$ cat config.mk
export PLATFORM = sky130hd
export DESIGN_NAME = lapt_ctrl
export DESIGN_NICKNAME = d
export VERILOG_FILES = /design/src/design/multi_receiver_lap_time_recorder_assert.svh /design/src/design/lapt_pkg.sv /design/src/design/lapt_ctrl.sv
export SDC_FILE = /design/constraint.sdc
export NUM_CORES = 1
export LEC_CHECK = 0
export BUFFER_PORTS_ARGS = -buffer_cell sky130_fd_sc_hd__buf_2
export CAP_MARGIN = 10
export CORE_AREA = 2 2 39 41
export DETAILED_ROUTE_END_ITERATION = 6
export DIE_AREA = 0 0 41 43
export GPL_TIMING_DRIVEN = 0
export PLACE_DENSITY_LB_ADDON = 0.12
export SKIP_CTS_REPAIR_TIMING = 1
export SYNTH_ARGS = -nofsm -noshare
export SYNTH_HDL_FRONTEND = slang
export SYNTH_SLANG_ARGS = --single-unit
$ cat constraint.sdc
create_clock -name clk_i -period 1.4 [get_ports clk_i]
set_input_delay 0.14 -clock clk_i [delete_from_list [all_inputs] [get_ports clk_i]]
set_output_delay 0.14 -clock clk_i [all_outputs]
set_load 0.02 [all_outputs]
$ cat src/design/multi_receiver_lap_time_recorder_assert.svh
`ifndef MULTI_RECEIVER_LAP_TIME_RECORDER_ASSERT_SVH
`define MULTI_RECEIVER_LAP_TIME_RECORDER_ASSERT_SVH

// Same-cycle implication, sampled on clk_i and disabled while rst_ni is low.
`define LAPT_ASSERT_IMPL(lbl, ante, cons, msg) \
  lbl: assert property (@(posedge clk_i) disable iff (!rst_ni) (ante) |-> (cons)) \
    else $error(msg);

// Next-cycle implication, sampled on clk_i and disabled while rst_ni is low.
`define LAPT_ASSERT_NEXT(lbl, ante, cons, msg) \
  lbl: assert property (@(posedge clk_i) disable iff (!rst_ni) (ante) |=> (cons)) \
    else $error(msg);

`endif

$ cat src/design/lapt_pkg.sv
`default_nettype none

package lapt_pkg;

  localparam int unsigned RECEIVERS_DEF = 8;
  localparam int unsigned LAPS_DEF      = 64;

  localparam int unsigned OPCODE_W   = 3;
  localparam int unsigned RX_W       = 3;
  localparam int unsigned TIME_W     = 32;
  localparam int unsigned LAP_IDX_W  = 6;
  localparam int unsigned COUNT_W    = 6;
  localparam int unsigned CLASS_W    = 2;
  localparam int unsigned STATUS_W   = 2;
  localparam int unsigned ACTIVE_W   = 4;
  localparam int unsigned CFG_DATA_W = 4;
  localparam int unsigned CFG_IDX_W  = 1;

  localparam logic [ACTIVE_W-1:0] ACTIVE_RESET = 4'd6;
  localparam logic                SOUND_RESET  = 1'b1;
  localparam logic [TIME_W-1:0]   TIME_ALL_ONES = 32'hFFFF_FFFF;

  typedef enum logic [OPCODE_W-1:0] {
    OP_START      = 3'd0,
    OP_CROSS      = 3'd1,
    OP_READ_ABS   = 3'd2,
    OP_READ_DUR   = 3'd3,
    OP_READ_SINCE = 3'd4
  } op_e;

  typedef enum logic [CLASS_W-1:0] {
    CLS_NONE   = 2'd0,
    CLS_BEST   = 2'd1,
    CLS_FASTER = 2'd2,
    CLS_SLOWER = 2'd3
  } lap_class_e;

  typedef enum logic [STATUS_W-1:0] {
    ST_OK        = 2'd0,
    ST_FULL      = 2'd1,
    ST_BAD_INDEX = 2'd2
  } status_e;

  typedef enum logic [CFG_IDX_W-1:0] {
    CFG_ACTIVE_RX = 1'b0,
    CFG_SOUND     = 1'b1
  } cfg_idx_e;

  typedef enum logic [2:0] {
    S_CLEAR,
    S_IDLE,
    S_DECODE,
    S_READ,
    S_SWEEP,
    S_CALC
  } ctrl_state_e;

  typedef struct packed {
    logic capture;
    logic init_start;
    logic sel_b;
    logic cap_a;
    logic sweep_wr;
    logic clear_wr;
    logic calc;
  } lapt_cmd_t;

  typedef struct packed {
    logic is_start;
    logic need_mem;
    logic sweep_done;
    logic clear_done;
  } lapt_sts_t;

endpackage

`default_nettype wire

$ cat src/design/lapt_ctrl.sv
`default_nettype none

module lapt_ctrl import lapt_pkg::*; (
  input  wire logic      clk_i,
  input  wire logic      rst_ni,
  input  wire logic      start_i,
  input  wire lapt_sts_t sts_i,
  output lapt_cmd_t      cmd_o,
  output logic           busy_o
);

  ctrl_state_e state_q, state_d;

  always_ff @(posedge clk_i or negedge rst_ni) begin
    if (!rst_ni) begin
      state_q <= S_CLEAR;
    end else begin
      state_q <= state_d;
    end
  end

  always_comb begin
    state_d = state_q;
    case (state_q)
      S_CLEAR: begin
        if (sts_i.clear_done) begin
          state_d = S_IDLE;
        end
      end
      S_IDLE: begin
        if (start_i) begin
          state_d = S_DECODE;
        end
      end
      S_DECODE: begin
        if (sts_i.is_start) begin
          state_d = S_SWEEP;
        end else if (sts_i.need_mem) begin
          state_d = S_READ;
        end else begin
          state_d = S_CALC;
        end
      end
      S_READ: begin
        state_d = S_CALC;
      end
      S_SWEEP: begin
        if (sts_i.sweep_done) begin
          state_d = S_CALC;
        end
      end
      S_CALC: begin
        state_d = S_IDLE;
      end
      default: begin
        state_d = S_IDLE;
      end
    endcase
  end

  always_comb begin
    cmd_o  = '0;
    busy_o = 1'b1;
    case (state_q)
      S_CLEAR: begin
        cmd_o.clear_wr = 1'b1;
      end
      S_IDLE: begin
        busy_o        = 1'b0;
        cmd_o.capture = start_i;
      end
      S_DECODE: begin
        cmd_o.init_start = sts_i.is_start;
      end
      S_READ: begin
        cmd_o.cap_a = 1'b1;
        cmd_o.sel_b = 1'b1;
      end
      S_SWEEP: begin
        cmd_o.sweep_wr = !sts_i.sweep_done;
      end
      S_CALC: begin
        cmd_o.calc = 1'b1;
      end
      default: begin
        busy_o = 1'b1;
      end
    endcase
  end

endmodule

`default_nettype wire

# --- Word-level counts from Yosys, hierarchy flattened ---
# Index checks and enable logic that the tools add are counted.
totals:
  regBits: 3
  out_inout_bits: 8
  elab_cells: 25
classes:
  n_eq_ne: 8
  mux: 13
  n_reduce_logical: 3
op_table:
  columns: ["operator", "count"]
  rows:
  - ["two-way mux 3 bit", 5]
  - ["one-hot mux 3 bit (5 select lines)", 1]
  - ["== test 3 x 2 -> 1 bit (second input constant)", 2]
  - ["== test 3 bit (second input constant)", 2]
  - ["two-way mux 1 bit", 6]
  - ["!= test 2 bit (second input constant)", 3]
  - ["== test 3 x 1 -> 1 bit (second input constant)", 1]
  - ["zero test 3 bit", 1]
  - ["AND reduction 3 bit", 1]
  - ["two-way mux 2 bit", 1]
  - ["zero test 1 bit", 1]

# --- Logic depth before layout (Yosys ltp) ---
# Gate-level depths: netlist (run 1).
depth:
  word_depth: 3
  depth_mapped: 4

# --- Worst setup path after synthesis (run 1) ---
# No wires, ideal clock.
synth_path:
  kind: "reg-to-reg"
  from: "register state_q[2]"
  to: "register state_q[0]"
  arrival_ps: 1121
  required_time_ps: 1257
  path_slack_ps: 136
  path_stages_with_launch: 4
  n_path_buf: 0
  cell_sequence: "dfrtp_1 > nand2b_1 > nor3b_2 > o32ai_2"
synth_via:
  elab_chain_len: 3
synth_rtl:
  columns: ["item", "line", "source"]
  rows:
  - ["start: declaration", "lapt_ctrl.sv:12", "ctrl_state_e state_q, state_d;"]
  - ["start signal: assignment", "lapt_ctrl.sv:18", "state_q <= state_d;"]
  - ["== test 3 bit (tied with other cells)", "lapt_ctrl.sv:24", "case (state_q)"]
  - ["!= test 2 bit (no source line)", null, null]
  - ["AND reduction 3 bit (no source line)", null, null]
# Several ways; a longest one is shown, not always the timed one.
# A chain may end at the register's enable or synchronous reset.

==> metrics.cfg, run 1 <==
[setup_path]
timing.critical_path.buf_inv=1
critPathTopFamily=flip-flops
timing.critical_path.cells=nand2b_4 > nor3b_2 > buf_4
reg2reg_from=state_q[2]
timing.critical_path.required_ns=1.26
crit_path_max_incr_delay_ns=0.44
ff2ff_setup_slack_ns=0.24
worstSetupStartpointType=flip-flop
criticalPathCategory=reg2out
worst-r2r-cell-count=4
crit_start=state_q[2]
critical_path.reg2reg.endpoint=state_q[0]
critical_path_arrival_ns=1.22
critical_path.endpoint_type=output pin
crit_slowest_cell=sky130_fd_sc_hd__dfrtp_2
crit_fanout=5

[finish]
finish.instance_area_um2=390
reg_top3=state_q (3)
regArea_um2=77.6
area_growth_syn_to_layout_pct=79.3
n_fill_cell=169
most-common-layout-cells=12 x sky130_fd_sc_hd__buf_2, 5 x sky130_fd_sc_hd__buf_4, 3 x sky130_fd_sc_hd__clkbuf_4
regMostFlops=state_q
drive_above_1_share_pct=68.2
final_core_area_utilization_pct=28.2
most_common_library_cell_in_the_layout_ignoring_fill_and_taps=sky130_fd_sc_hd__buf_2
largest_register_ff_count=3
insertedDiodeCount=0
multi_input_area_um2=144
final_nets=52

[worst_hold_path]
hold_end=state_q[0]
worst_hold_startpoint=start_i
timing.hold.worst.class=in2reg
hold-path-cell-count=2

[detailed_routing]
drt_pre_antenna_iters=1
vias_per_cell=4.07
detail-route-antenna-nets=0
dr_total_vias=244
route.final.wire_length_um=564
post_drt_wl_per_cell_um=9.40
first_iter_violations=0
remaining_drc_errors=0

[synth]
synthDominantCellAreaShare_pct=34.5
avgSynthCellArea_um2=9.47
synth-warning-count=0
synth-simple-area-share_pct=39.1
main_combinational_cell_family_by_area_after_synthesis=simple AND/OR/NAND/NOR gates
synth.mux.area_fraction_pct=0
number_of_instances_in_the_synthesized_netlist=23
synth.cell_area_um2=218
synth.distinct_cells=16
synth_sequential_area_ratio_pct=34.5
net_count_of_the_mapped_netlist=30
yosysTopAreaCell=sky130_fd_sc_hd__dfrtp_1
synth-compound-area-share_pct=16.1
synth.area.top_cells=sky130_fd_sc_hd__dfrtp_1 34%, sky130_fd_sc_hd__nor3b_2 11%, sky130_fd_sc_hd__o32ai_2 7.5%
share_of_synthesized_cell_area_in_full_adder_half_adder_and_majority_cells_pct=0
synthXorXnorAreaFrac_pct=0
synth_seq_cells=3

[placed_design]
gp_routability_congestion=0.607
port-buffer-count=14
dpl_cell_area_um2=308

[die]
floorplan.initialDensity_pct=15.7
fp.dieW_um=41
boundaryPins=15
core-area_um2=1380
core_rows=14
design.die.area_um2=1760
floorplan.die.height_um=43

[sta]
totalNegativeSetupSlack_ns=0
fmax_mhz=734
final-max-slew-violation-count=0
timing.final.crit_period_ns=1.36
final.setup_skew_ns=0.000749
tightestPinTransition_ns=0.221
hold_viol_final=0
max-slew-margin-rel_pct=85.1
layout_worst_path_cycle_share_pct=97.3
timing.final.setup_violations=0

[grt]
total_grt_overflow=0
wire_length_of_the_first_global_routing_pass_um=759
grt.met1_usage_pct=6.17
gr-usage-met2_pct=10.3
grt_antenna_before_repair=0
grt_max_degree=10
use_met3_pct=1.57
global_route.peak_usage_layer=met2
global_route_usage_over_all_layers_pct=7.05
first_global_vias=214

[status]
status=finished, final reports clean

[pwr]
power.static_leakage_nw=0.193
ratio_of_total_power_to_cell_area_nw_per_um2=2140
design_power_total_mw=0.834
vdd.ir_drop.worst_uv=568

[clocking]
clock_tree.root_cell=sky130_fd_sc_hd__clkbuf_4
cts.sinks=3
h-tree-depth=1
cts_buffers=3
cts_tree=built
clk-insertion-delay-late_ns=0.23
ctsLongestPathBuffers=2
clkSlewWorstSetupHoldPaths_ns=0.04

[run]
max_cap_viol_count=0

==> synth_stat cells, drive strengths merged <==
library cell and instances:
a21boi 1, a21oi 1, and3 1, buf 2
dfrtp 3, inv 1, nand2 2, nand2b 2
nand3b 1, nor2 3, nor3 2, nor3b 2
o22ai 1, o32ai 1
==> layer usage <==
| layer | wire length [um] | part of all wire (%) |
|---|---|---|
| met1 | 210 | 37 |
| met2 | 284 | 50 |
| met3 | 54 | 9.6 |
| met4 | 14 | 2.5 |
| met5 | 0 | 0 |
==> cells by family (layout without fill, tap and decap cells) <==
family	count (synthesis)	count (layout)
buffers and inverters	3	24
AND/OR/NAND/NOR	13	13
flip-flops	3	3
AO/OA/AOI/OAI	4	4
==> cell type report <==
| class | count | share of cell area [%] |
|---|---|---|
| tap | 16 | 5.13 |
| sequential | 3 | 19.9 |
| inverter | 1 | 0.962 |
| timing repair buffer | 17 | 25.6 |
| buffer | 2 | 4.81 |
| clock buffer | 4 | 6.73 |
| multi-input combinational | 17 | 36.9 |
==> how the worst max path moves through the flow <==
stage / slack, ns / depth (start not counted) / end
3_5_place_dp: 0.19 / 3 / cmd_o[5]
3_3_place_gp: 0.21 / 3 / cmd_o[5]
6_report: 0.04 / 3 / cmd_o[5]
4_1_cts: -0.05 / 3 / cmd_o[5]
5_1_grt: -0.04 / 3 / cmd_o[5]
2_1_floorplan: 0.14 / 3 / state_q[0]
==> power by group <==
part,switching (mW),internal (mW)
Clock,0.0449,0.107
Combinational,0.285,0.225
Sequential,0.0442,0.128
==> worst reg2reg max path, cell delays in order (launching register included) <==
cell	delay [ns]
sky130_fd_sc_hd__dfrtp_2	0.44
sky130_fd_sc_hd__nand2b_4	0.17
sky130_fd_sc_hd__nor3b_2	0.21
sky130_fd_sc_hd__buf_4	0.15
sky130_fd_sc_hd__o32ai_2	0.07
==> through the flow <==
stage          hold WS, ns  setup slack (ns)  instances
3_5_place_dp       -0.0631             0.195         53
5_1_grt              0.127           -0.0386         60
3_3_place_gp       -0.0637             0.208         53
2_1_floorplan       -0.156             0.136         23
4_1_cts             -0.314           -0.0548         57
6_report             0.124            0.0377         60
Note: power is estimated with default switching activity, not from simulation.
==> run 2, diff against run 1 <==
--- a/config.mk
+++ b/config.mk
@@ -8,10 +8,12 @@
 export BUFFER_PORTS_ARGS = -buffer_cell sky130_fd_sc_hd__buf_2
 export CAP_MARGIN = 10
 export CORE_AREA = 2 2 39 41
+export CTS_CLUSTER_SIZE = 40
 export DETAILED_ROUTE_END_ITERATION = 6
 export DIE_AREA = 0 0 41 43
 export GPL_TIMING_DRIVEN = 0
 export PLACE_DENSITY_LB_ADDON = 0.12
+export SETUP_SLACK_MARGIN = 0.1
 export SKIP_CTS_REPAIR_TIMING = 1
 export SYNTH_ARGS = -nofsm -noshare
 export SYNTH_HDL_FRONTEND = slang
==> run 2 against run 1 <==
Against the previous run:
- count of clock-buffer cells in the layout unchanged
- clock power about the same
- global-route usage unchanged
- cell area increased by 8.3%
- fmax increased by 3.1%
- total power is 6.7% higher
- final cell count up 1.7%
- wire length rose by 0.89%
==> metrics.cfg, run 2 (synthesis results as in run 1) <==
[finish]
final_core_area_utilization_pct=30.6  ; +2.4 points
n_fill_cell=163  ; -3.6%
area_growth_syn_to_layout_pct=94.3
finish.cell_count_without_fillers=61  ; +1.7%
regArea_um2=77.6  ; unchanged
largest_register_ff_count=3  ; unchanged
insertedDiodeCount=0  ; unchanged
most_common_library_cell_in_the_layout_ignoring_fill_and_taps=sky130_fd_sc_hd__buf_2
final_nets=53  ; +1.9%
regMostFlops=state_q
reg_top3=state_q (3)
drive_above_1_share_pct=71.1  ; +2.9 points
multi_input_area_um2=155  ; +7.8%
most-common-layout-cells=11 x sky130_fd_sc_hd__buf_2, 4 x sky130_fd_sc_hd__buf_6, 4 x sky130_fd_sc_hd__buf_4

[sta]
finalHoldWorstSlack_ns=0.126  ; +0.00227 ns
fmax_mhz=757  ; +3.1%
setup_repair_after_global_routing_missed_its_margin=yes
final.setup_skew_ns=0.000374  ; -0.000375 ns
layout_worst_path_cycle_share_pct=94.4  ; -3.0 points
final-max-slew-violation-count=0  ; unchanged
timing.final.setup_violations=0  ; unchanged
tightestPinTransition_ns=0.221  ; unchanged
timing.final.crit_period_ns=1.32  ; -0.0413 ns
max-slew-margin-rel_pct=85.1  ; unchanged
hold_viol_final=0  ; unchanged

[setup_path]
timing.critical_path.required_ns=1.26  ; about the same
crit_fanout=5  ; unchanged
worst-r2r-cell-count=5  ; +1
critical_path_arrival_ns=1.18  ; -0.04 ns
critical_path.endpoint_type=output pin
criticalPathCategory=reg2out
worstSetupStartpointType=flip-flop

[pwr]
intPower_mw=0.493  ; +7.2%
power.static_leakage_nw=0.205  ; +6.0%
power_frac_comb_pct=64.4  ; +3.3 points
design_power_total_mw=0.890  ; +6.7%
p_clk_share_pct=16.8  ; -1.4 points
switching_power_mw=0.397  ; +6.1%
sw_frac_of_total_pct=44.6  ; -0.25 points
ratio_of_total_power_to_cell_area_nw_per_um2=2100  ; -1.5%
p_seq_share_pct=18.8  ; -1.9 points
vdd.ir_drop.worst_uv=588  ; +3.5%

[clocking]
clkSlewWorstSetupHoldPaths_ns=0.04  ; about the same
ctsLongestPathBuffers=2  ; unchanged
cts_buffers=3  ; unchanged
clock_tree.root_cell=sky130_fd_sc_hd__clkbuf_4
cts_tree=built
h-tree-depth=1  ; unchanged
clk-insertion-delay-late_ns=0.23  ; about the same
cts.sinks=3  ; unchanged

[detailed_routing]
route.final.wire_length_um=569  ; +0.89%
remaining_drc_errors=0  ; unchanged
post_drt_wl_per_cell_um=9.33  ; -0.77%
dr_total_vias=246  ; +0.82%
vias_per_cell=4.03  ; -0.83%
detail-route-antenna-nets=0  ; unchanged
first_iter_violations=0  ; unchanged
drt_pre_antenna_iters=1  ; unchanged

[worst_hold_path]
hold-path-cell-count=2  ; unchanged
timing.hold.worst.class=in2reg

[grt]
total_grt_overflow=0  ; unchanged
grt_max_degree=10  ; unchanged
grt_antenna_before_repair=0  ; unchanged
wire_length_of_the_first_global_routing_pass_um=759  ; unchanged
global_route_usage_over_all_layers_pct=7.05  ; unchanged
first_global_vias=214  ; unchanged

[die]
fp.dieW_um=41  ; unchanged
boundaryPins=15  ; unchanged
floorplan.initialDensity_pct=15.7  ; unchanged
floorplan.die.height_um=43  ; unchanged
core_rows=14  ; unchanged
core-area_um2=1380  ; unchanged
design.die.area_um2=1760  ; unchanged

[placed_design]
gp_routability_congestion=0.607  ; unchanged
port-buffer-count=14  ; unchanged
dpl.cell_count=53  ; unchanged

[status]
status=finished, final reports clean

[run]
max_cap_viol_count=0  ; unchanged

[run 2: cell type report]
type	instances	share of cell area, %
timing repair buffer	18	28.7
inverter	1	0.888
tap	16	4.73
sequential	3	18.3
multi-input combinational	17	36.7
clock buffer	4	6.21
buffer	2	4.44
[run 2: path summary, 6_finish.rpt]
kind,startpoint,endpoint,slack (ns)
worst max-delay path,state_q[2],cmd_o[5],0.08
worst min-delay path,start_i,state_q[0],0.13
worst max register to register,state_q[2],state_q[0],0.23
worst min register to register,state_q[2],state_q[1],0.48
max in group asynchronous,rst_ni,state_q[2],1.06
min in group asynchronous,rst_ni,state_q[1],0.23
[run 2: power by group through the flow]
| stage | sequential [mW] | clock, mW | combinational, mW |
|---|---|---|---|
| after CTS | 0.156 | 0.161 | 0.459 |
| after floorplan | 0.151 | 0 | 0.338 |
| after detailed placement | 0.158 | 0 | 0.458 |
| after global placement | 0.157 | 0 | 0.459 |
| after global routing | 0.176 | 0.171 | 0.620 |
| final | 0.168 | 0.150 | 0.573 |
[run 2: routing by layer]
metal  vias to the layer above  track usage (%)  part of all wire (%)
li1                        122                -                     -
met1                       114             6.17                    36
met2                        10             10.3                    55
met3                         0             1.57                   9.0
met4                         0             10.0                     0
met5                         -                0                     0
[run 2: through the flow]
stage,area [um2],TNS (ns),setup slack (ns)
floorplan,218,0,0.136
global placement,308,0,0.208
detailed placement,308,0,0.195
CTS,334,-0.0548,-0.0548
global route,423,0,0.00156
finish,423,0,0.0790
[run 2: critical path, stage by stage (launching register included)]
cell and delay (ns):
sky130_fd_sc_hd__dfrtp_2 0.42, sky130_fd_sc_hd__nand2b_4 0.17, sky130_fd_sc_hd__nor3b_4 0.21, sky130_fd_sc_hd__buf_6 0.15
==> run 3, diff against run 2 <==
--- a/config.mk
+++ b/config.mk
@@ -5,12 +5,12 @@
 export SDC_FILE = /design/constraint.sdc
 export NUM_CORES = 1
 export LEC_CHECK = 0
-export BUFFER_PORTS_ARGS = -buffer_cell sky130_fd_sc_hd__buf_2
 export CAP_MARGIN = 10
 export CORE_AREA = 2 2 39 41
 export CTS_CLUSTER_SIZE = 40
 export DETAILED_ROUTE_END_ITERATION = 6
 export DIE_AREA = 0 0 41 43
+export DONT_BUFFER_PORTS = 1
 export GPL_TIMING_DRIVEN = 0
 export PLACE_DENSITY_LB_ADDON = 0.12
 export SETUP_SLACK_MARGIN = 0.1
==> run 3 against run 2 <==
Against the previous run:
- sequential power about the same
- count of clock-buffer cells in the layout unchanged
- clock skew up 0.0011 ns
- total power down 8.6%
- flip-flop and latch count unchanged
- die area unchanged
- register-to-register slack worse by 0.06 ns
- wire length down 5.4%
- largest cell class unchanged
==> metrics.cfg, run 3 (synthesis results as in run 1) <==
[status]
status=finished, final reports clean

[clocking]
h-tree-depth=1  ; unchanged
cts_buffers=3  ; unchanged
clk-insertion-delay-late_ns=0.23  ; about the same
clkSlewWorstSetupHoldPaths_ns=0.04  ; about the same
cts.sinks=3  ; unchanged
ctsLongestPathBuffers=2  ; unchanged
cts_tree=built
clock_tree.root_cell=sky130_fd_sc_hd__clkbuf_4

[setup_path]
crit_path_max_incr_delay_ns=0.42  ; about the same
critical_path.reg2reg.endpoint=state_q[0]
worst-r2r-cell-count=3  ; -2
timing.critical_path.required_ns=1.26  ; about the same
crit_fanout=5  ; unchanged
criticalPathCategory=reg2out
worstSetupStartpointType=flip-flop
timing.critical_path.cells=nand2b_4 > nor3b_4
crit_start=state_q[2]
crit_slowest_cell=sky130_fd_sc_hd__dfrtp_2
critical_path.endpoint_type=output pin
ff2ff_setup_slack_ns=0.17  ; -0.06 ns
timing.critical_path.buf_inv=0  ; -1
reg2reg_from=state_q[2]
critPathTopFamily=simple AND/OR/NAND/NOR gates
path_depth=2  ; -1
critical_path_arrival_ns=1.19  ; about the same

[finish]
area_growth_syn_to_layout_pct=56.9
most_common_library_cell_in_the_layout_ignoring_fill_and_taps=sky130_fd_sc_hd__clkbuf_4
regMostFlops=state_q
final_core_area_utilization_pct=24.7  ; -5.9 points
insertedDiodeCount=0  ; unchanged
finish.cell_count_without_fillers=46  ; -25%
n_fill_cell=161  ; -1.2%
largest_register_ff_count=3  ; unchanged
drive_above_1_share_pct=60.0  ; -11 points
multi_input_area_um2=164  ; +5.6%
regArea_um2=77.6  ; unchanged
finish.instance_area_um2=342  ; -19%
final_nets=38  ; -28%
reg_top3=state_q (3)

[placed_design]
gp_routability_congestion=0.555  ; -8.5%
dpl_cell_area_um2=238  ; -23%
dpl.cell_count=39  ; -26%
port-buffer-count=0  ; -14

[sta]
max-slew-margin-rel_pct=73.9  ; -11 points
final-max-slew-violation-count=0  ; unchanged
fmax_mhz=752  ; -0.63%
layout_worst_path_cycle_share_pct=95.0  ; +0.59 points
timing.final.crit_period_ns=1.33  ; +0.00833 ns
setup_repair_after_global_routing_missed_its_margin=yes
tightestPinTransition_ns=0.389  ; +0.168 ns
timing.final.setup_violations=0  ; unchanged
final.setup_skew_ns=0.00145  ; +0.00107 ns
finalHoldWorstSlack_ns=0.0732  ; -0.0532 ns
hold_viol_final=0  ; unchanged

[die]
core-area_um2=1380  ; unchanged
core_rows=14  ; unchanged
floorplan.die.height_um=43  ; unchanged
boundaryPins=15  ; unchanged
fp.dieW_um=41  ; unchanged
design.die.area_um2=1760  ; unchanged
floorplan.initialDensity_pct=15.7  ; unchanged

[detailed_routing]
vias_per_cell=4.26  ; +5.7%
remaining_drc_errors=0  ; unchanged
dr_total_vias=196  ; -20%
first_iter_violations=1  ; +1
drt_pre_antenna_iters=2  ; +1
detail-route-antenna-nets=0  ; unchanged
route.final.wire_length_um=538  ; -5.4%
post_drt_wl_per_cell_um=11.7  ; +25%

[grt]
grt_max_degree=10  ; unchanged
first_global_vias=208  ; -2.8%
wire_length_of_the_first_global_routing_pass_um=841  ; +11%
grt_antenna_before_repair=0  ; unchanged
global_route_usage_over_all_layers_pct=7.85  ; +0.81 points
total_grt_overflow=0  ; unchanged

[run]
max_cap_viol_count=0  ; unchanged

[pwr]
ratio_of_total_power_to_cell_area_nw_per_um2=2380  ; +13%
power.static_leakage_nw=0.136  ; -34%
vdd.ir_drop.worst_uv=559  ; -4.9%

[worst_hold_path]
hold_end=state_q[1]
hold-path-cell-count=2  ; unchanged
worst_hold_startpoint=start_i
timing.hold.worst.class=in2reg

[run 3: stage by stage]
stage / setup TNS, ns / setup WS [ns] / power, mW
2_1_floorplan: 0 / 0.136 / 0.489
3_3_place_gp: 0 / 0.0261 / 0.544
3_5_place_dp: -0.0126 / -0.0126 / 0.548
4_1_cts: -0.307 / -0.196 / 0.710
5_1_grt: -0.00487 / -0.00487 / 0.885
6_report: 0 / 0.0706 / 0.814
[run 3: area by class of cell]
cell class                      instances  share of cell area [%]
Multi-Input combinational cell         17                    48.0
Sequential cell                         3                    22.7
Timing Repair Buffer                    3                    8.06
Clock buffer                            4                    7.69
Buffer                                  2                    6.59
Tap cell                               16                    5.86
Inverter                                1                    1.10
[run 3: routing by layer]
layer	share of wire [%]	global-route usage, %	routed length [um]	up-vias
met2	52	10.6	279	10
met5	0	0	0	-
met4	0	8.00	0	0
met3	13	5.24	70	0
met1	35	7.14	188	91
li1	-	-	-	95
[run 3: how the worst max path moves through the flow]
| stage | to | slack, ns |
|---|---|---|
| detailed placement | state_q[0] | -0.01 |
| floorplan | state_q[0] | 0.14 |
| finish | cmd_o[5] | 0.07 |
| global route | cmd_o[5] | -0.005 |
| global placement | state_q[0] | 0.03 |
| CTS | cmd_o[4] | -0.20 |
[run 3: power breakdown]
group          internal [mW]  total [mW]  switching (mW)
registers              0.128       0.171          0.0429
logic                  0.191       0.491           0.300
clock network          0.107       0.152          0.0451
total                  0.426       0.814           0.388
