`config.mk`:
```
export PLATFORM = sky130hd
export DESIGN_NAME = lapt_dp
export DESIGN_NICKNAME = d
export VERILOG_FILES = /design/src/design/lapt_pkg.sv /design/src/design/lapt_dp.sv
export VERILOG_INCLUDE_DIRS = /design/src /design/src/design
export SDC_FILE = /design/constraint.sdc
export NUM_CORES = 1
export LEC_CHECK = 0
export BUFFER_PORTS_ARGS = -buffer_cell sky130_fd_sc_hd__clkbuf_2
export CELL_PAD_IN_SITES_DETAIL_PLACEMENT = 0
export CELL_PAD_IN_SITES_GLOBAL_PLACEMENT = 1
export CORE_MARGIN = 8
export CORE_UTILIZATION = 42
export CTS_CLUSTER_SIZE = 12
export DETAILED_ROUTE_END_ITERATION = 7
export PLACE_DENSITY = 0.83
export SLEW_MARGIN = 20
export SYNTH_ARGS = -nofsm -noshare
export SYNTH_HDL_FRONTEND = slang
export SYNTH_SLANG_ARGS = --single-unit
```
`constraint.sdc`:
```
create_clock -name clk_i -period 4.85 [get_ports clk_i]
set_input_delay 0.485 -clock clk_i [delete_from_list [all_inputs] [get_ports clk_i]]
set_output_delay 0.485 -clock clk_i [all_outputs]
set_load 0.05 [all_outputs]
```
`src/design/multi_receiver_lap_time_recorder_assert.svh`:
```
`ifndef MULTI_RECEIVER_LAP_TIME_RECORDER_ASSERT_SVH
`define MULTI_RECEIVER_LAP_TIME_RECORDER_ASSERT_SVH

// Same-cycle implication, sampled on clk_i and disabled while rst_ni is low.
`define LAPT_ASSERT_IMPL(lbl, ante, cons, msg) \
  lbl: assert property (@(posedge clk_i) disable iff (!rst_ni) (ante) |-> (cons)) \
    else $error(msg);

// Next-cycle implication, sampled on clk_i and disabled while rst_ni is low.
`define LAPT_ASSERT_NEXT(lbl, ante, cons, msg) \
  lbl: assert property (@(posedge clk_i) disable iff (!rst_ni) (ante) |=> (cons)) \
    else $error(msg);

`endif

```
`src/design/lapt_pkg.sv`:
```
`default_nettype none

package lapt_pkg;

  localparam int unsigned RECEIVERS_DEF = 8;
  localparam int unsigned LAPS_DEF      = 64;

  localparam int unsigned OPCODE_W   = 3;
  localparam int unsigned RX_W       = 3;
  localparam int unsigned TIME_W     = 32;
  localparam int unsigned LAP_IDX_W  = 6;
  localparam int unsigned COUNT_W    = 6;
  localparam int unsigned CLASS_W    = 2;
  localparam int unsigned STATUS_W   = 2;
  localparam int unsigned ACTIVE_W   = 4;
  localparam int unsigned CFG_DATA_W = 4;
  localparam int unsigned CFG_IDX_W  = 1;

  localparam logic [ACTIVE_W-1:0] ACTIVE_RESET = 4'd6;
  localparam logic                SOUND_RESET  = 1'b1;
  localparam logic [TIME_W-1:0]   TIME_ALL_ONES = 32'hFFFF_FFFF;

  typedef enum logic [OPCODE_W-1:0] {
    OP_START      = 3'd0,
    OP_CROSS      = 3'd1,
    OP_READ_ABS   = 3'd2,
    OP_READ_DUR   = 3'd3,
    OP_READ_SINCE = 3'd4
  } op_e;

  typedef enum logic [CLASS_W-1:0] {
    CLS_NONE   = 2'd0,
    CLS_BEST   = 2'd1,
    CLS_FASTER = 2'd2,
    CLS_SLOWER = 2'd3
  } lap_class_e;

  typedef enum logic [STATUS_W-1:0] {
    ST_OK        = 2'd0,
    ST_FULL      = 2'd1,
    ST_BAD_INDEX = 2'd2
  } status_e;

  typedef enum logic [CFG_IDX_W-1:0] {
    CFG_ACTIVE_RX = 1'b0,
    CFG_SOUND     = 1'b1
  } cfg_idx_e;

  typedef enum logic [2:0] {
    S_CLEAR,
    S_IDLE,
    S_DECODE,
    S_READ,
    S_SWEEP,
    S_CALC
  } ctrl_state_e;

  typedef struct packed {
    logic capture;
    logic init_start;
    logic sel_b;
    logic cap_a;
    logic sweep_wr;
    logic clear_wr;
    logic calc;
  } lapt_cmd_t;

  typedef struct packed {
    logic is_start;
    logic need_mem;
    logic sweep_done;
    logic clear_done;
  } lapt_sts_t;

endpackage

`default_nettype wire

```
`src/design/lapt_dp.sv`:
```
`default_nettype none

`include "multi_receiver_lap_time_recorder_assert.svh"

module lapt_dp import lapt_pkg::*; #(
  parameter int unsigned RECEIVERS = RECEIVERS_DEF,
  parameter int unsigned LAPS      = LAPS_DEF,
  localparam int unsigned AW = $clog2(RECEIVERS * LAPS)
) (
  input  wire logic                  clk_i,
  input  wire logic                  rst_ni,
  input  wire logic [OPCODE_W-1:0]   opcode_i,
  input  wire logic [RX_W-1:0]       receiver_i,
  input  wire logic [TIME_W-1:0]     time_ms_i,
  input  wire logic [LAP_IDX_W-1:0]  lap_index_i,
  input  wire logic                  cfg_valid_i,
  output logic                       cfg_ready_o,
  input  wire logic [CFG_IDX_W-1:0]  cfg_index_i,
  input  wire logic [CFG_DATA_W-1:0] cfg_data_i,
  input  wire lapt_cmd_t             cmd_i,
  output lapt_sts_t                  sts_o,
  output logic                       ram_we_o,
  output logic      [AW-1:0]         ram_waddr_o,
  output logic      [TIME_W-1:0]     ram_wdata_o,
  output logic      [AW-1:0]         ram_raddr_o,
  input  wire logic [TIME_W-1:0]     ram_rdata_i,
  output logic                       result_valid_o,
  output logic      [COUNT_W-1:0]    lap_count_o,
  output logic      [TIME_W-1:0]     lap_ms_o,
  output logic      [CLASS_W-1:0]    lap_class_o,
  output logic      [TIME_W-1:0]     best_ms_o,
  output logic      [STATUS_W-1:0]   status_o
);

  localparam int unsigned DEPTH = RECEIVERS * LAPS;
  localparam int unsigned RXW   = (RECEIVERS > 1) ? $clog2(RECEIVERS) : 1;
  localparam int unsigned CW    = $clog2(LAPS);
  localparam int unsigned NW    = $clog2(RECEIVERS + 1);

  logic [OPCODE_W-1:0]  op_q;
  logic [RX_W-1:0]      rx_q;
  logic [TIME_W-1:0]    t_q;
  logic [LAP_IDX_W-1:0] lap_q;
  logic [ACTIVE_W-1:0]  active_q;
  logic                 sound_q;
  logic [TIME_W-1:0]    race_q;
  logic [TIME_W-1:0]    best_q, best_d;
  logic [CW-1:0]        counts_q [RECEIVERS];
  logic [TIME_W-1:0]    a_q;
  logic [NW-1:0]        swp_q;
  logic [AW-1:0]        clr_q;

  logic                 valid_q;
  logic [COUNT_W-1:0]   lap_count_q;
  logic [TIME_W-1:0]    lap_ms_q, ms_d;
  lap_class_e           lap_class_q, cls_d;
  status_e              status_q, st_d;

  logic          rx_ok, lap_ok, full, is_cross, is_read, cross_ok, read_ok, sweep_go;
  logic [RXW-1:0] rx_idx;
  logic [CW-1:0]  cnt, new_cnt, lap_idx, idx_a, idx_b;
  logic [AW-1:0]  base;
  logic [NW-1:0]  n_act;
  logic [TIME_W-1:0] cur, prev;

  assign rx_ok    = 32'(rx_q) < RECEIVERS;
  assign rx_idx   = RXW'(rx_q);
  assign cnt      = rx_ok ? counts_q[rx_idx] : '0;
  assign lap_ok   = 32'(lap_q) < LAPS;
  assign lap_idx  = CW'(lap_q);
  assign full     = (32'(cnt) + 32'd1) >= LAPS;
  assign is_cross = op_q == OP_CROSS;
  assign is_read  = (op_q == OP_READ_ABS) || (op_q == OP_READ_DUR) ||
                    (op_q == OP_READ_SINCE);
  assign cross_ok = rx_ok && is_cross && !full;
  assign read_ok  = rx_ok && is_read && lap_ok;

  assign idx_a = is_cross ? cnt : lap_idx;
  assign idx_b = is_cross ? ((cnt == '0) ? cnt : cnt - CW'(1))
                          : ((lap_idx == '0) ? lap_idx : lap_idx - CW'(1));
  assign base  = rx_ok ? AW'(AW'(rx_idx) * AW'(LAPS)) : '0;

  assign n_act    = (32'(active_q) > RECEIVERS) ? NW'(RECEIVERS) : NW'(active_q);
  assign sweep_go = swp_q < n_act;

  assign sts_o.is_start   = op_q == OP_START;
  assign sts_o.need_mem   = cross_ok || read_ok;
  assign sts_o.sweep_done = !sweep_go;
  assign sts_o.clear_done = clr_q == AW'(DEPTH - 1);

  assign ram_raddr_o = base + (cmd_i.sel_b ? AW'(idx_b) : AW'(idx_a));

  always_comb begin
    ram_we_o    = 1'b0;
    ram_waddr_o = clr_q;
    ram_wdata_o = '0;
    if (cmd_i.clear_wr) begin
      ram_we_o = 1'b1;
    end else if (cmd_i.sweep_wr && sweep_go) begin
      ram_we_o    = 1'b1;
      ram_waddr_o = AW'(AW'(swp_q[RXW-1:0]) * AW'(LAPS));
      ram_wdata_o = t_q;
    end else if (cmd_i.calc && cross_ok) begin
      ram_we_o    = 1'b1;
      ram_waddr_o = base + AW'(cnt) + AW'(1);
      ram_wdata_o = t_q;
    end
  end

  assign cur  = t_q - a_q;
  assign prev = (cnt == '0) ? cur : a_q - ram_rdata_i;

  always_comb begin
    ms_d    = '0;
    cls_d   = CLS_NONE;
    st_d    = ST_OK;
    best_d  = best_q;
    new_cnt = cnt;
    if (is_cross && rx_ok) begin
      if (full) begin
        st_d = ST_FULL;
      end else begin
        ms_d    = cur;
        new_cnt = cnt + CW'(1);
        if (cur < best_q) begin
          best_d = cur;
        end
        if (sound_q) begin
          if (cur <= best_q) begin
            cls_d = CLS_BEST;
          end else if (cur < prev) begin
            cls_d = CLS_FASTER;
          end else begin
            cls_d = CLS_SLOWER;
          end
        end
      end
    end else if (is_read && rx_ok) begin
      if (!lap_ok) begin
        st_d = ST_BAD_INDEX;
      end else begin
        case (op_e'(op_q))
          OP_READ_ABS: begin
            ms_d = a_q;
          end
          OP_READ_DUR: begin
            if (lap_q == '0) begin
              ms_d = '0;
            end else if (lap_q == LAP_IDX_W'(1)) begin
              ms_d = a_q - race_q;
            end else begin
              ms_d = a_q - ram_rdata_i;
            end
          end
          OP_READ_SINCE: begin
            ms_d = a_q - race_q;
          end
          default: begin
            ms_d = '0;
          end
        endcase
      end
    end
  end

  always_ff @(posedge clk_i) begin
    if (cmd_i.capture) begin
      op_q  <= opcode_i;
      rx_q  <= receiver_i;
      t_q   <= time_ms_i;
      lap_q <= lap_index_i;
    end
    if (cmd_i.cap_a) begin
      a_q <= ram_rdata_i;
    end
    if (cmd_i.calc) begin
      lap_count_q <= COUNT_W'(new_cnt);
      lap_ms_q    <= ms_d;
      lap_class_q <= cls_d;
      status_q    <= st_d;
    end
  end

  always_ff @(posedge clk_i or negedge rst_ni) begin
    if (!rst_ni) begin
      active_q <= ACTIVE_RESET;
      sound_q  <= SOUND_RESET;
      race_q   <= '0;
      best_q   <= TIME_ALL_ONES;
      swp_q    <= '0;
      clr_q    <= '0;
      valid_q  <= 1'b0;
      for (int i = 0; i < RECEIVERS; i++) begin
        counts_q[i] <= '0;
      end
    end else begin
      valid_q <= cmd_i.calc;
      if (cfg_valid_i) begin
        case (cfg_idx_e'(cfg_index_i))
          CFG_ACTIVE_RX: active_q <= cfg_data_i[ACTIVE_W-1:0];
          CFG_SOUND:     sound_q  <= cfg_data_i[0];
          default: ;
        endcase
      end
      if (cmd_i.clear_wr) begin
        clr_q <= clr_q + AW'(1);
      end
      if (cmd_i.init_start) begin
        race_q <= t_q;
        swp_q  <= '0;
      end else if (cmd_i.sweep_wr && sweep_go) begin
        swp_q <= swp_q + NW'(1);
      end
      if (cmd_i.calc) begin
        best_q <= best_d;
      end
      for (int i = 0; i < RECEIVERS; i++) begin
        if (cmd_i.init_start && (i < int'(n_act))) begin
          counts_q[i] <= '0;
        end else if (cmd_i.calc && cross_ok && (RXW'(i) == rx_idx)) begin
          counts_q[i] <= new_cnt;
        end
      end
    end
  end

  assign cfg_ready_o    = 1'b1;
  assign result_valid_o = valid_q;
  assign lap_count_o    = lap_count_q;
  assign lap_ms_o       = lap_ms_q;
  assign lap_class_o    = lap_class_q;
  assign best_ms_o      = best_q;
  assign status_o       = status_q;

  `LAPT_ASSERT_NEXT(a_best_never_grows, 1'b1, best_q <= $past(best_q), "best lap grew")
  `LAPT_ASSERT_IMPL(a_class_needs_sound, valid_q && (lap_class_q != CLS_NONE), (status_q == ST_OK) && sound_q, "lap classified without sound or with error")
  `LAPT_ASSERT_IMPL(a_full_is_silent, valid_q && (status_q == ST_FULL), (lap_ms_q == '0) && (lap_class_q == CLS_NONE), "dropped crossing reported a lap")
  `LAPT_ASSERT_NEXT(a_single_strobe, valid_q, !valid_q, "result strobe lasted two cycles")

endmodule

`default_nettype wire

```
### After elaboration in Yosys (flattened, before gate mapping)

Cells that the tools add are included.

| storage, ports and cells | value |
|---|---|
| input bits | 91 |
| bits in registers | 249 |
| output and inout port bits | 131 |

| operators by class | value |
|---|---|
| magnitude comparators | 15 |
| add/subtract/negate cells | 12 |
| multiplexer cells | 48 |
| reduce and logical (&&, ||, !) cells | 42 |
| eq/ne operators | 13 |
| bitwise gates (word level) | 5 |

Operator list:

| operator | number |
|---|---|
| 32-bit 2-to-1 mux | 9 |
| 6-bit 2-to-1 mux | 25 |
| 32-bit case mux with 3 select lines | 1 |
| 32-bit subtractor | 3 |
| 32-bit < comparator | 2 |
| 32-bit less-or-equal comparator | 1 |
| 9-bit 2-to-1 mux | 3 |
| 1-bit logical AND | 19 |
| 9-bit by 1-bit adder with 9-bit output (second input constant) | 2 |
| 9-bit by 6-bit adder with 9-bit output | 2 |
| 6-bit binary-select mux with 3-bit select | 1 |
| 2-bit nonzero test | 9 |
| 3-bit by 4-bit < comparator with 1-bit output (first input constant) | 4 |
| 3-bit equality test (first input constant) | 4 |
| 6-bit logical NOT | 2 |
| 4-bit 2-to-1 mux | 3 |
| 6-bit by 1-bit subtractor with 6-bit output (second input constant) | 2 |
| 9-bit equality test (second input constant) | 1 |
| 1-bit by 4-bit < comparator with 1-bit output (first input constant) | 2 |
| 2-bit by 4-bit < comparator with 1-bit output (first input constant) | 2 |
| 6-bit by 1-bit adder with 7-bit output (second input constant) | 1 |
| 7-bit greater-or-equal comparator (second input constant) | 1 |
| 6-bit by 1-bit adder with 6-bit output (second input constant) | 1 |
| 2-bit by 3-bit equality test with 1-bit output (first input constant) | 2 |
| other kinds (19) | 33 |

### Longest topological paths before layout

| depth | value |
|---|---|
| depth after elaboration | 12 |
| depth in mapped cells | 23 |
| depth with buffers taken out | 22 |

### Worst setup path before layout

OpenSTA, ideal clock, no wires.

| timing path | value |
|---|---|
| path kind | register -> register |
| start | reg rx_q[0] (netlist: rx_idx[0]) |
| end | reg lap_class_q[0] (netlist: lap_class_o[0]), data pin |
| clock period less this slack | 5.649 ns |
| path buffers | 4 |
| arrival | 5.387 ns |
| setup slack | -0.799 ns |
| stages on the path, launching flop included | 23 |
| path through | edfxtp_1 -> buf_2 -> mux4_2 -> mux2i_1 -> ha_1 -> inv_1 -> or2_2 -> or3_1 -> clkbuf_1 -> clkbuf_1 -> clkbuf_1 -> mux2i_1 -> ha_1 -> a21o_1 -> a21o_1 -> a21oi_1 -> o21ai_0 -> a21o_1 -> a21oi_1 -> a2bb2oi_1 -> o32ai_1 -> a211oi_1 -> o22ai_1 |

| on the way | value |
|---|---|
| longest elaborated chain between the ends | 9 |

Ends and longest elaborated chain:

| item | RTL line | RTL |
|---|---|---|
| from (decl) | lapt_dp.sv:41 | `logic [RX_W-1:0] rx_q;` |
| from (signal assigned) | lapt_dp.sv:169 | `rx_q <= receiver_i;` |
| 3-bit NOT with 4-bit output (implied by the code) (*) | lapt_dp.sv:68 | `assign cnt = rx_ok ? counts_q[rx_idx] : '0;` |
| 6-bit binary-select mux with 3-bit select (*) | lapt_dp.sv:68 |  |
| 6-bit 2-to-1 mux (implied by the code) (*) (2 in series) | lapt_dp.sv:68 |  |
| 6-bit logical NOT | lapt_dp.sv:111 | `assign prev = (cnt == '0) ? cur : a_q - ram_rdata_i;` |
| 32-bit 2-to-1 mux | lapt_dp.sv:111 |  |
| 32-bit < comparator | lapt_dp.sv:131 | `end else if (cur < prev) begin` |
| 1-bit 2-to-1 mux | lapt_dp.sv:131 |  |
| 1-bit 2-to-1 mux | lapt_dp.sv:129 | `if (cur <= best_q) begin` |
| to (signal assigned) | lapt_dp.sv:179 | `lap_class_q <= cls_d;` |
| to (decl) | lapt_dp.sv:56 | `lap_class_e lap_class_q, cls_d;` |

Mark *: on every way between the ends. The rest lies on a longest branch, timed or not. The select of a mux whose other input is x is not followed.
A chain may end at the register's enable or synchronous reset.

### Worst setup path in the final report

| timing path | value |
|---|---|
| start | reg t_q[10] |
| end | reg best_q[11] (netlist: best_ms_o[11]) |

| on the way | value |
|---|---|
| longest elaborated chain between the ends | 3 |

Ends and longest elaborated chain:

| item | RTL line | RTL |
|---|---|---|
| from (decl) | lapt_dp.sv:42 | `logic [TIME_W-1:0] t_q;` |
| from (signal assigned) | lapt_dp.sv:170 | `t_q <= time_ms_i;` |
| 32-bit subtractor | lapt_dp.sv:110 | `assign cur = t_q - a_q;` |
| named net cur[29] | lapt_dp.sv:64 | `logic [TIME_W-1:0] cur, prev;` |
| 32-bit < comparator | lapt_dp.sv:125 | `if (cur < best_q) begin` |
| 4-bit AND reduction (no line) | -- |  |
| to (signal assigned) | lapt_dp.sv:215 | `best_q <= best_d;` |
| to (decl) | lapt_dp.sv:47 | `logic [TIME_W-1:0] best_q, best_d;` |

The timed path passes the listed nets, and every way through them passes these cells.

==> reports/results.ini <==
[cells_and_area]
finish.net_count=2480
num-fill-cells=3682
area_growth_pct=28.1
layout_commonest_cell=sky130_fd_sc_hd__clkbuf_2
multiInputGateArea_mm2=0.0106
insertedDiodeCount=0
finish.instance_area_mm2=0.0230
layout.cells.most_common_list=183 x sky130_fd_sc_hd__clkbuf_2, 180 x sky130_fd_sc_hd__buf_4, 159 x sky130_fd_sc_hd__nand2_1
sequential_cell_area_mm2=0.00684
layout_cell_share_with_drive_strength_beyond_1=0.275
finish.utilization=0.546

[global_routing]
antenna_found_initial=0
grt_remaining_overflow=0
grt_start_max_net_pins=74
wire_length_of_the_first_global_routing_pass_mm=92.4
global_route.usage.total=0.234
grt_pass1_vias=16100

[clocking]
clk-insertion-delay-late_ns=0.59
cts_htree_levels=1
cts_root_buffer=sky130_fd_sc_hd__clkbuf_16
cts_tree=built
clock_tree.buffer_depth=3
clkSinkCount=248
cts_bufs_inserted=30
cts.reportedPaths.clkPinSlew_ns=0.06

[die]
die-height_um=223
design.die.area_mm2=0.0495
floorplan.die.width_um=223
ios=222
core.rowCount=75
initial_core_utilization=0.426
core_area_mm2=0.0420

[logic_synthesis]
synth-edff-count=117
dominant_combinational_cell_family_by_area_after_synthesis=compound AO/OA/AOI/OAI gates
post_synth_and_or_nand_nor_area_fraction=0.134
netlist_instances=1847
yosysTopAreaCellShare=0.196
register_area_share_after_synthesis=0.381
yosys.area_share.xor_xnor=0.0533
mapped_cell_area_mm2=0.0179
post_synth.cell_area_avg_um2=9.70
unique_cell_type_count_in_the_yosys_netlist=84
yosysWarningCount=0
ys_seq_elements=248
synth.area.mux_share=0.0778
synth_async_sr_flop_share=0.528
syn_nets=2100
synth_adder_area_share=0.115
synth.largest_area_cell=sky130_fd_sc_hd__edfxtp_1
synth-compound-area-share=0.187
dominantRegCellSynth=sky130_fd_sc_hd__edfxtp_1
ys_top_cells_by_area=sky130_fd_sc_hd__edfxtp_1 20%, sky130_fd_sc_hd__dfrtp_1 13%, sky130_fd_sc_hd__ha_1 11%, sky130_fd_sc_hd__dfstp_2 5.1%, sky130_fd_sc_hd__a21oi_1 3.5%

[pwr]
worst_ir_drop_vdd_uv=453
leakage_nw=10.8
power-per-cell-area_mw_per_mm2=455
total_power_mw=10.4

[route]
wirelength_mm=60.3
detailedRoute.firstIterationViolations=1452
viasPerCell=5.71
drc_violations_left=0
detailroute.via_count=15900
dr.pass1.iters=6
drt.antenna.violating_nets=0
routed_wire_length_per_instance_um=21.6

[run_status]
status=finished with violations
failed_checks=setup timing

[timing]
finalCriticalPeriod_ns=4.96
worst_pin_slew_ns=1.04
final_hold_viol_count=0
fin_worst_hold_slack_ns=0.0683
setup_repair_after_global_routing_missed_its_margin=yes
maxClockFrequency_mhz=202
maxSlewViolCount=0
final_min_period_over_clock_period=1.02
layout_setup_ws_ns=-0.105
finalSetupViolations=33
slew_headroom=0.306
fin_skew_ns=0.0172

[hold_path]
hold_path.startpoint=time_ms_i[14]
hold-path-endpoint=t_q[14]
min_path_cells=1
min-delay-path-class=primary input to register

[setup_path]
worst_setup_path_end_kind=register
setup.worst_path.class=register to register
timing.critical_path.required_ns=5.37
reg2reg_slack_ns=-0.11
worstPathArrival_ns=5.47
critical_path.startpoint_type=register
worstReg2RegEnd=best_ms_o[11]
critPathMaxFanout=8
r2r.worst_path.cells=22
worstReg2RegStart=t_q[10]

[placement]
detailedPlacementHpwl_mm=46.3
placed_area_mm2=0.0214
port_buffers=219
finalWeightedCongestion=0.964
dpl_worst_slack_ns=-0.413

[run]
max-cap-violations=0

registers in the layout (all words and copies together), names as in the netlist, 2 cells and up:
register	cells
lap_count_o	6
t_q	32
clr_q	9
op_q	3
lap_ms_o	32
lap_class_o	2
lap_idx	6
swp_q	4
counts_q	48
rx_idx	3
active_q	4
a_q	32
best_ms_o	32
race_q	32
worst max-delay path by stage:
stage,startpoint,endpoint,slack (ns),cells past startpoint
2_1_floorplan,rx_idx[0],lap_class_o[0],-0.17,22
3_3_place_gp,t_q[12],best_ms_o[1],-0.28,20
3_5_place_dp,t_q[4],best_ms_o[1],-0.41,21
4_1_cts,t_q[10],best_ms_o[1],-0.06,22
5_1_grt,t_q[10],best_ms_o[3],-0.28,22
6_report,t_q[10],best_ms_o[11],-0.11,22
report_power, final:
part           switching [mW]  leakage [nW]  internal (mW)
combinational            3.08          7.52           2.01
clock                   0.936         0.515           1.41
sequential              0.339          2.79           2.66
total                    4.36          10.8           6.08
layout make-up:
class,count,share of cell area
Multi-Input combinational cell,1375,0.461
Clock inverter,8,0.00365
Sequential cell,248,0.298
Clock buffer,48,0.0420
Tap cell,539,0.0294
Inverter,160,0.0262
Timing Repair Buffer,412,0.140
what timing repair did:
action	CTS	global route
pin swaps	3	13
cloned	2	0
hold buffers	0	1
gates resized for setup	38	27
setup buffers	10	5
hold endpoints to repair	0	13
endpoints found under the setup margin	34	34
synth_stat cells, types with 5 or more instances:
master / instances
sky130_fd_sc_hd__nand2_1: 160
sky130_fd_sc_hd__ha_1: 159
sky130_fd_sc_hd__inv_1: 159
sky130_fd_sc_hd__a21oi_1: 124
sky130_fd_sc_hd__edfxtp_1: 117
sky130_fd_sc_hd__nor2_1: 114
sky130_fd_sc_hd__o21ai_0: 109
sky130_fd_sc_hd__dfrtp_1: 96
sky130_fd_sc_hd__xnor2_1: 64
sky130_fd_sc_hd__mux2i_1: 59
sky130_fd_sc_hd__a21o_1: 58
sky130_fd_sc_hd__clkbuf_1: 48
sky130_fd_sc_hd__and2_1: 47
sky130_fd_sc_hd__xor2_1: 40
sky130_fd_sc_hd__nand3_1: 38
sky130_fd_sc_hd__dfstp_2: 35
sky130_fd_sc_hd__nor3_1: 31
sky130_fd_sc_hd__mux2_4: 28
sky130_fd_sc_hd__nand4_1: 21
sky130_fd_sc_hd__a211oi_1: 20
sky130_fd_sc_hd__a222oi_1: 20
sky130_fd_sc_hd__o31ai_1: 20
sky130_fd_sc_hd__a22o_1: 17
sky130_fd_sc_hd__o21a_1: 17
sky130_fd_sc_hd__nand2b_1: 16
sky130_fd_sc_hd__nor2b_1: 16
sky130_fd_sc_hd__a31oi_1: 15
sky130_fd_sc_hd__mux2_2: 14
sky130_fd_sc_hd__and3_1: 12
sky130_fd_sc_hd__mux4_2: 10
sky130_fd_sc_hd__o211ai_1: 10
sky130_fd_sc_hd__o21bai_1: 10
sky130_fd_sc_hd__a211o_1: 9
sky130_fd_sc_hd__or2_2: 9
sky130_fd_sc_hd__buf_2: 8
sky130_fd_sc_hd__a221o_1: 7
sky130_fd_sc_hd__or3_1: 6
sky130_fd_sc_hd__a2111oi_0: 5
sky130_fd_sc_hd__and4_1: 5
sky130_fd_sc_hd__nand4b_1: 5
sky130_fd_sc_hd__nor3b_1: 5
sky130_fd_sc_hd__o22a_1: 5
kinds of logic (layout without fill, tap and decap cells):
| kind of cell | after synthesis | count (layout) |
|---|---|---|
| xor+xnor | 106 | 106 |
| fa+ha+maj | 164 | 164 |
| compound gates | 496 | 496 |
| buf+inv | 224 | 628 |
| other cells | 2 | 2 |
| mux | 111 | 111 |
| flops | 248 | 248 |
| simple gates | 496 | 496 |
through the flow:
stage          TNS, ns  cells
6_report         -2.66   2790
5_1_grt          -8.29   2790
4_1_cts         -0.574   2786
3_5_place_dp    -12.03   2718
3_3_place_gp     -7.56   2718
2_1_floorplan   -0.173   1847
worst max-delay path, stage by stage (launching register included):
cell and delay [ns]:
sky130_fd_sc_hd__edfxtp_1 0.43, sky130_fd_sc_hd__ha_4 0.28, sky130_fd_sc_hd__a211oi_2 0.22, sky130_fd_sc_hd__nor2_1 0.10, sky130_fd_sc_hd__a311oi_4 0.27, sky130_fd_sc_hd__a21oi_2 0.10
sky130_fd_sc_hd__buf_6 0.14, sky130_fd_sc_hd__o21ai_4 0.20, sky130_fd_sc_hd__a21oi_4 0.10, sky130_fd_sc_hd__or3_1 0.37, sky130_fd_sc_hd__a21oi_2 0.16, sky130_fd_sc_hd__xnor2_1 0.10
sky130_fd_sc_hd__ha_1 0.32, sky130_fd_sc_hd__nand4_1 0.14, sky130_fd_sc_hd__nor2_2 0.16, sky130_fd_sc_hd__nand2_1 0.08, sky130_fd_sc_hd__or3_1 0.30, sky130_fd_sc_hd__a2111o_1 0.39
sky130_fd_sc_hd__o31a_2 0.33, sky130_fd_sc_hd__nand4_4 0.10, sky130_fd_sc_hd__buf_12 0.14, sky130_fd_sc_hd__buf_12 0.13, sky130_fd_sc_hd__mux2_4 0.30
layer usage:
metal  part of all wire  GRT usage  vias up  wire length [um]
met4              0.033     0.0741        0              1960
li1                   -          -     7518                 -
met5                  0          0        -                 0
met1               0.44      0.310     7724             26500
met2               0.46      0.388      579             28000
met3              0.063     0.0375      120              3790
(Power assumes the default switching activity.)
